===== src/rtl/dq_pkg.sv =====
`default_nettype none

package dq_pkg;

   // Queue geometry
   localparam int DEPTH = 16;
   localparam int IDX_W = $clog2(DEPTH);
   localparam int CNT_W = $clog2(DEPTH + 1);
   localparam int DATA_W = 32;

   // Opcodes
   localparam logic [2:0] OP_PUSH_BACK  = 3'd0;
   localparam logic [2:0] OP_PUSH_FRONT = 3'd1;
   localparam logic [2:0] OP_POP_BACK   = 3'd2;
   localparam logic [2:0] OP_POP_FRONT  = 3'd3;
   localparam logic [2:0] OP_LOOK       = 3'd4;

   // Status codes
   localparam logic [1:0] ST_DONE  = 2'd0;
   localparam logic [1:0] ST_FULL  = 2'd1;
   localparam logic [1:0] ST_EMPTY = 2'd2;

   // Per-cycle control for one row of cells
   typedef struct packed {
      logic             shift_in;   // insert at cell 0, move all one toward the tail
      logic             shift_out;  // drop cell 0, move all one toward the head
      logic             write_en;   // write one cell at write_idx
      logic [IDX_W-1:0] write_idx;
   } chain_ctl_type;

endpackage

`default_nettype wire


===== src/rtl/dq_cell.sv =====
`default_nettype none

module dq_cell import dq_pkg::*; (
   input  wire                        clock,
   input  chain_ctl_type              ctl,
   input  wire  [IDX_W-1:0]           cell_idx,
   input  wire  signed [DATA_W-1:0]   in_value,
   input  wire  signed [DATA_W-1:0]   left_q,
   input  wire  signed [DATA_W-1:0]   right_q,
   output logic signed [DATA_W-1:0]   q,
   output logic signed [DATA_W-1:0]   d
);

   logic signed [DATA_W-1:0] data_ff;
   logic signed [DATA_W-1:0] data_in;

   // Pick the next content from the neighbors, the new item or self
   always_comb begin
      if (ctl.shift_in) begin
         data_in = (cell_idx == '0) ? in_value : left_q;
      end else if (ctl.shift_out) begin
         data_in = right_q;
      end else if (ctl.write_en && (cell_idx == ctl.write_idx)) begin
         data_in = in_value;
      end else begin
         data_in = data_ff;
      end
   end

   always_ff @(posedge clock) begin
      data_ff <= data_in;
   end

   assign q = data_ff;
   assign d = data_in;

endmodule

`default_nettype wire


===== src/rtl/dq_chain.sv =====
`default_nettype none

module dq_chain import dq_pkg::*; (
   input  wire                        clock,
   input  chain_ctl_type              ctl,
   input  wire  signed [DATA_W-1:0]   in_value,
   output logic signed [DATA_W-1:0]   head_next
);

   logic signed [DATA_W-1:0] cell_q [DEPTH];
   logic signed [DATA_W-1:0] cell_d [DEPTH];

   // Build the row; each cell sees its two neighbors
   for (genvar i = 0; i < DEPTH; i++) begin : g_cell
      logic signed [DATA_W-1:0] left_q;
      logic signed [DATA_W-1:0] right_q;

      if (i == 0) begin : g_first
         assign left_q = in_value;
      end else begin : g_mid_l
         assign left_q = cell_q[i-1];
      end

      if (i == DEPTH - 1) begin : g_last
         assign right_q = '0;
      end else begin : g_mid_r
         assign right_q = cell_q[i+1];
      end

      dq_cell u_cell (
         .clock    (clock),
         .ctl      (ctl),
         .cell_idx (IDX_W'(i)),
         .in_value (in_value),
         .left_q   (left_q),
         .right_q  (right_q),
         .q        (cell_q[i]),
         .d        (cell_d[i])
      );
   end

   assign head_next = cell_d[0];

endmodule

`default_nettype wire


===== src/rtl/double_ended_queue_top.sv =====
`default_nettype none
// Channel   Direction  Handshake          Payload
// req       in         req_valid/stall    req_opcode, req_value
// rsp       out        rsp_valid/stall    rsp_front_value, rsp_back_value,
//                                         rsp_occupancy, rsp_status
//
// One item per cycle while no result is stalled; its result appears in the
// output register in the cycle after acceptance. Two rows of DEPTH cells hold
// the entries, one with the front at cell 0 and one with the back at cell 0,
// so both end values come from a fixed cell. Reset clears the count and the
// output valid; the cell contents are left as they are. A stalled result
// holds and blocks new items only while it is not taken.

module double_ended_queue_top import dq_pkg::*; (
   input  wire                        clock,
   input  wire                        reset,
   input  wire                        req_valid,
   output logic                       req_stall,
   input  wire  [2:0]                 req_opcode,
   input  wire  signed [DATA_W-1:0]   req_value,
   output logic                       rsp_valid,
   input  wire                        rsp_stall,
   output logic signed [DATA_W-1:0]   rsp_front_value,
   output logic signed [DATA_W-1:0]   rsp_back_value,
   output logic [CNT_W-1:0]           rsp_occupancy,
   output logic [1:0]                 rsp_status
);

   logic                       accept;
   logic                       full;
   logic                       empty;
   logic [CNT_W-1:0]           count_ff;
   logic [CNT_W-1:0]           count_in;
   logic [1:0]                 status_in;
   chain_ctl_type              front_ctl;
   chain_ctl_type              back_ctl;
   logic signed [DATA_W-1:0]   front_next;
   logic signed [DATA_W-1:0]   back_next;

   logic                       rsp_valid_ff;
   logic signed [DATA_W-1:0]   front_value_ff;
   logic signed [DATA_W-1:0]   back_value_ff;
   logic [CNT_W-1:0]           occupancy_ff;
   logic [1:0]                 status_ff;

   // Take a new item unless a result is waiting and stalled
   assign req_stall = rsp_valid_ff & rsp_stall;
   assign accept    = req_valid & ~req_stall;

   assign full  = (count_ff == CNT_W'(DEPTH));
   assign empty = (count_ff == '0);

   // Decode the operation into row controls and the new count
   always_comb begin
      front_ctl = '{shift_in: 1'b0, shift_out: 1'b0, write_en: 1'b0,
                    write_idx: count_ff[IDX_W-1:0]};
      back_ctl  = '{shift_in: 1'b0, shift_out: 1'b0, write_en: 1'b0,
                    write_idx: count_ff[IDX_W-1:0]};
      count_in  = count_ff;
      status_in = ST_DONE;
      unique case (req_opcode)
         OP_PUSH_BACK: begin
            if (full) begin
               status_in = ST_FULL;
            end else begin
               back_ctl.shift_in  = accept;
               front_ctl.write_en = accept;
               count_in = count_ff + CNT_W'(1);
            end
         end
         OP_PUSH_FRONT: begin
            if (full) begin
               status_in = ST_FULL;
            end else begin
               front_ctl.shift_in = accept;
               back_ctl.write_en  = accept;
               count_in = count_ff + CNT_W'(1);
            end
         end
         OP_POP_BACK: begin
            if (empty) begin
               status_in = ST_EMPTY;
            end else begin
               back_ctl.shift_out = accept;
               count_in = count_ff - CNT_W'(1);
            end
         end
         OP_POP_FRONT: begin
            if (empty) begin
               status_in = ST_EMPTY;
            end else begin
               front_ctl.shift_out = accept;
               count_in = count_ff - CNT_W'(1);
            end
         end
         OP_LOOK: begin
            status_in = ST_DONE;
         end
         default: begin
            status_in = ST_DONE;
         end
      endcase
   end

   dq_chain u_front_chain (
      .clock     (clock),
      .ctl       (front_ctl),
      .in_value  (req_value),
      .head_next (front_next)
   );

   dq_chain u_back_chain (
      .clock     (clock),
      .ctl       (back_ctl),
      .in_value  (req_value),
      .head_next (back_next)
   );

   // Advance the count and the result valid
   always_ff @(posedge clock) begin
      if (reset) begin
         count_ff     <= '0;
         rsp_valid_ff <= 1'b0;
      end else begin
         if (accept) begin
            count_ff     <= count_in;
            rsp_valid_ff <= 1'b1;
         end else if (!rsp_stall) begin
            rsp_valid_ff <= 1'b0;
         end
      end
   end

   // Capture the result payload; zero the ends when the queue is empty
   always_ff @(posedge clock) begin
      if (accept) begin
         front_value_ff <= (count_in == '0) ? '0 : front_next;
         back_value_ff  <= (count_in == '0) ? '0 : back_next;
         occupancy_ff   <= count_in;
         status_ff      <= status_in;
      end
   end

   assign rsp_valid       = rsp_valid_ff;
   assign rsp_front_value = front_value_ff;
   assign rsp_back_value  = back_value_ff;
   assign rsp_occupancy   = occupancy_ff;
   assign rsp_status      = status_ff;

endmodule

`default_nettype wire

===== config.mk =====
export PLATFORM = sky130hd
export DESIGN_NAME = double_ended_queue_top
export DESIGN_NICKNAME = d
export VERILOG_FILES = /design/src/rtl/dq_pkg.sv /design/src/rtl/dq_cell.sv /design/src/rtl/dq_chain.sv /design/src/rtl/double_ended_queue_top.sv
export SDC_FILE = /design/constraint.sdc
export NUM_CORES = 1
export LEC_CHECK = 0
export BUFFER_PORTS_ARGS = -buffer_cell sky130_fd_sc_hd__buf_2
export CAP_MARGIN = 0
export CORE_ASPECT_RATIO = 1.2
export CORE_UTILIZATION = 45
export DETAILED_ROUTE_END_ITERATION = 10
export GPL_ROUTABILITY_DRIVEN = 0
export PLACE_DENSITY = 0.64
export SLEW_MARGIN = 30
export SYNTH_ARGS = -nofsm -noshare
export SYNTH_HDL_FRONTEND = slang
export SYNTH_SLANG_ARGS = --single-unit

===== constraint.sdc =====
create_clock -name clock -period 7.53 [get_ports clock]
set_clock_uncertainty 0.15 [all_clocks]
set_input_delay 1.1295 -clock clock [delete_from_list [all_inputs] [get_ports clock]]
set_output_delay 1.1295 -clock clock [all_outputs]
set_load 0.1 [all_outputs]

==> summary.md <==
| Metric | Value |
|---|---|
| Status | `finished clean` |
| Register area share after synthesis | `between 60% and 70%` |
| PortBufs | `111` |
| Layout area overhead | `11.1%` |
| Total wire length | `118000 um` |
| CTS tree | `built` |
| Clk pwr share | `36.9%` |
| Root buf cell | `clkbuf_16` |
| NetSw | `~4 mW` |
| Area contributors post-synth | `edfxtp_1 (67%), a221o_1 (19%), dfxtp_1 (3.0%)` |
| CP Launch Type | `flop` |
| Internal power | `between 10 and 15 mW` |
| FF+latch count, synth | `roughly 1100` |
| Crit path max fanout | `239` |
| Pin count of the biggest net entering global routing | `283` |
| Logic gate share of total power | `a little over an eighth` |
| Vias per std cell | `6.91` |
| Max_slew headroom | `29.1%` |
| Maxcap violations | `0` |
| Hpwl dp | `65400 um` |
| Fin area | `51400 um^2` |
| Fin. Hold Viols | `0` |
| Synth area leader | `edfxtp_1` |
| Global Route Usage Sum | `22.1%` |
| Reg-to-reg critical path startpoint | `count_ff[0]` |
| Met3 Use GR | `a little under 3%` |
| Worst EP required | `7900 ps` |
| Number of flops mapped to enable cells by yosys | `1031` |
| Async SR Flop Fraction | `0%` |
| Placed inst area | `47800 um^2` |
| Crit. Startpoint | `count_ff[0]` |
| Initial Util | `45.5%` |
| Syn nets | `just under 3000` |
| FMAX | `223 MHz` |
| Tightest Pin Transition | `approximately 1100 ps` |
| DRC | `0` |
| Crit path capture type | `flop` |
| # setup viols final | `0` |
| Total iterations of the first detailed-routing run | `6` |
| Layout cells sized above 1 | `15.3%` |
| P_leak | `17.4 nW` |
| Pwr per Cell Area | `289 nW/um^2` |
| Initial antenna violation count | `6` |
| Flop pwr share | `49.9%` |
| Routed Antenna Nets | `0` |
| Die ar. | `104000 um^2` |
| Period utilization | `between 50% and 60%` |
| H-tree levels | `3` |
| Sw frac | `26.5%` |
| Post-CTS sizing | `0` |
| CTS buffer count | `104` |
| Reg clk slew, reported paths | `about 70 ps` |
| Peak VDD IR | `just under 0.2 mV` |
| Clock Sinks | `1101` |
| DR vias | `29500` |
| Wire length per cell | `27.7 um` |
| CORE AREA | `102000 um^2` |
| Most common cell after layout, fill and taps aside | `edfxtp_1` |
| GR Overflow Total | `0` |
| Post-synth top area share | `66.9%` |
| Setup Buffers After CTS | `0` |
| First-pass GRT wire length | `179000 um` |
| Post-synthesis cell area | `46300 um^2` |
| Vias in the first global route | `approximately 28000` |
| Hold WC Path Type | `reg2reg` |
| RSZ-0062 raised after global routing | `no` |
| Worst hold path startpoint | `u_front_chain.g_cell[0].u_cell.q[31]` |
| Met2 GRT Util | `between 30% and 40%` |
| Min Clock Period, post-route | `4480 ps` |
| Met1 Use GR | `31.2%` |
| Setup TNS | `0 ps` |
| Clk_lat worst skew | `680 ps` |
| Syn Inst Count | `2899` |
| Die H | `353 um` |
| Yosys warns | `0` |
| Hold buffers post-CTS | `0` |
| Most frequent cells in the layout | `edfxtp_1 (1031), a221o_1 (864), buf_2 (111)` |
| Busiest layer in global routing | `met2` |
| Final Slew Violations | `0` |
| Yosys cell types | `55` |
| Die W | `295 um` |
| Worst path arrival time | `4840 ps` |
| Final-stage net count | `2855` |
| Filler cell count in the final layout | `8258` |
| # IOs | `roughly 110` |
| CTS Buffer Depth | `3` |
| Syn Area/Cell | `16.0 um^2` |
| Initial DRC Count | `3905` |
| Critical path type | `reg2reg` |
| Most used DFF post-synth | `edfxtp_1` |
| FP Rows | `roughly 130` |
[per-layer routing]
layer,share of wire [%],vias up
met5,0,-
met4,2.7,0
met3,6.8,200
met2,48,1506
met1,42,15300
li1,-,12400
[worst max-delay path, cell delays in order (launching register included)]
cell       delay [ps]
dfxtp_1           530
inv_1             150
ha_1              360
nand4bb_1         310
nand3_1           380
nor2_4            250
buf_12            640
buf_12            530
buf_16            400
a221o_1           260
[synthesized netlist by cell type (all sizes together), types with 24 or more instances]
cell / n
inv: 67
clkbuf: 234
and3: 29
nor2: 24
dfxtp: 70
edfxtp: 1031
o21ai: 46
buf: 136
and2: 31
a21o: 69
a21oi: 81
a221o: 864
nand2: 71
a222oi: 56
[final cells by class]
class | count | area [um^2] | share of cell area (%)
Antenna cell | 3 | 7.51 | 0.0146
Clock buffer | 128 | 2820 | 5.50
Multi-Input combinational cell | 1360 | 12300 | 23.9
Tap cell | 1365 | 1710 | 3.32
Sequential cell | 1101 | 32400 | 63.0
Clock inverter | 67 | 713 | 1.39
Timing Repair Buffer | 176 | 1220 | 2.37
Inverter | 68 | 258 | 0.502
[logic make-up (layout without fill, tap and decap cells)]
logic type | Yosys count | in the layout | synth area share, %
compound gates | 1151 | 1151 | 23.6
fa+ha+maj | 5 | 5 | 0.135
other cells | 0 | 3 | 0
xor+xnor | 3 | 3 | 0.0568
flops | 1101 | 1101 | 70.0
buf+inv | 438 | 439 | 3.97
simple gates | 192 | 192 | 2.10
mux | 9 | 9 | 0.195
[sequential cells by signal (all words and copies together), names as in the netlist]
register and count:
u_back_chain.g_cell.u_cell.q 512, rsp_status 2, u_front_chain.g_cell.u_cell.q 512, rsp_valid 1, rsp_front_value 32, rsp_back_value 32, count_ff 5, rsp_occupancy 5
[power groups by stage]
stage	Sequential, mW	Combinational [mW]	Clock [mW]
floorplan	7.99	0.992	0
global placement	7.52	1.90	0
detailed placement	7.54	1.96	0
CTS	7.41	1.97	5.56
global route	7.45	2.08	5.78
finish	7.42	1.97	5.48
[metrics by stage]
stage	cells	util [%]	setup WS (ps)	power, mW	hold slack (ps)
final	4268	50.5	3050	14.9	351
after global routing	4267	50.5	2860	15.3	368
after CTS	4262	50.4	3280	14.9	356
after detailed placement	4067	47.0	2700	9.49	346
after global placement	4066	46.9	2850	9.42	321
after floorplan	2899	-	1310	8.99	296
[final timing paths]
path | to | slack [ps] | cells after the start
hold reg to reg | u_front_chain.g_cell[0].u_cell.q[31] | 350 | 2
setup / recovery | u_front_chain.g_cell[11].u_cell.q[19] | 3050 | 9
hold / removal | u_front_chain.g_cell[0].u_cell.q[31] | 350 | 2
setup reg to reg | u_front_chain.g_cell[11].u_cell.q[19] | 3050 | 9
No activity file was read; power rests on OpenSTA's default activity.
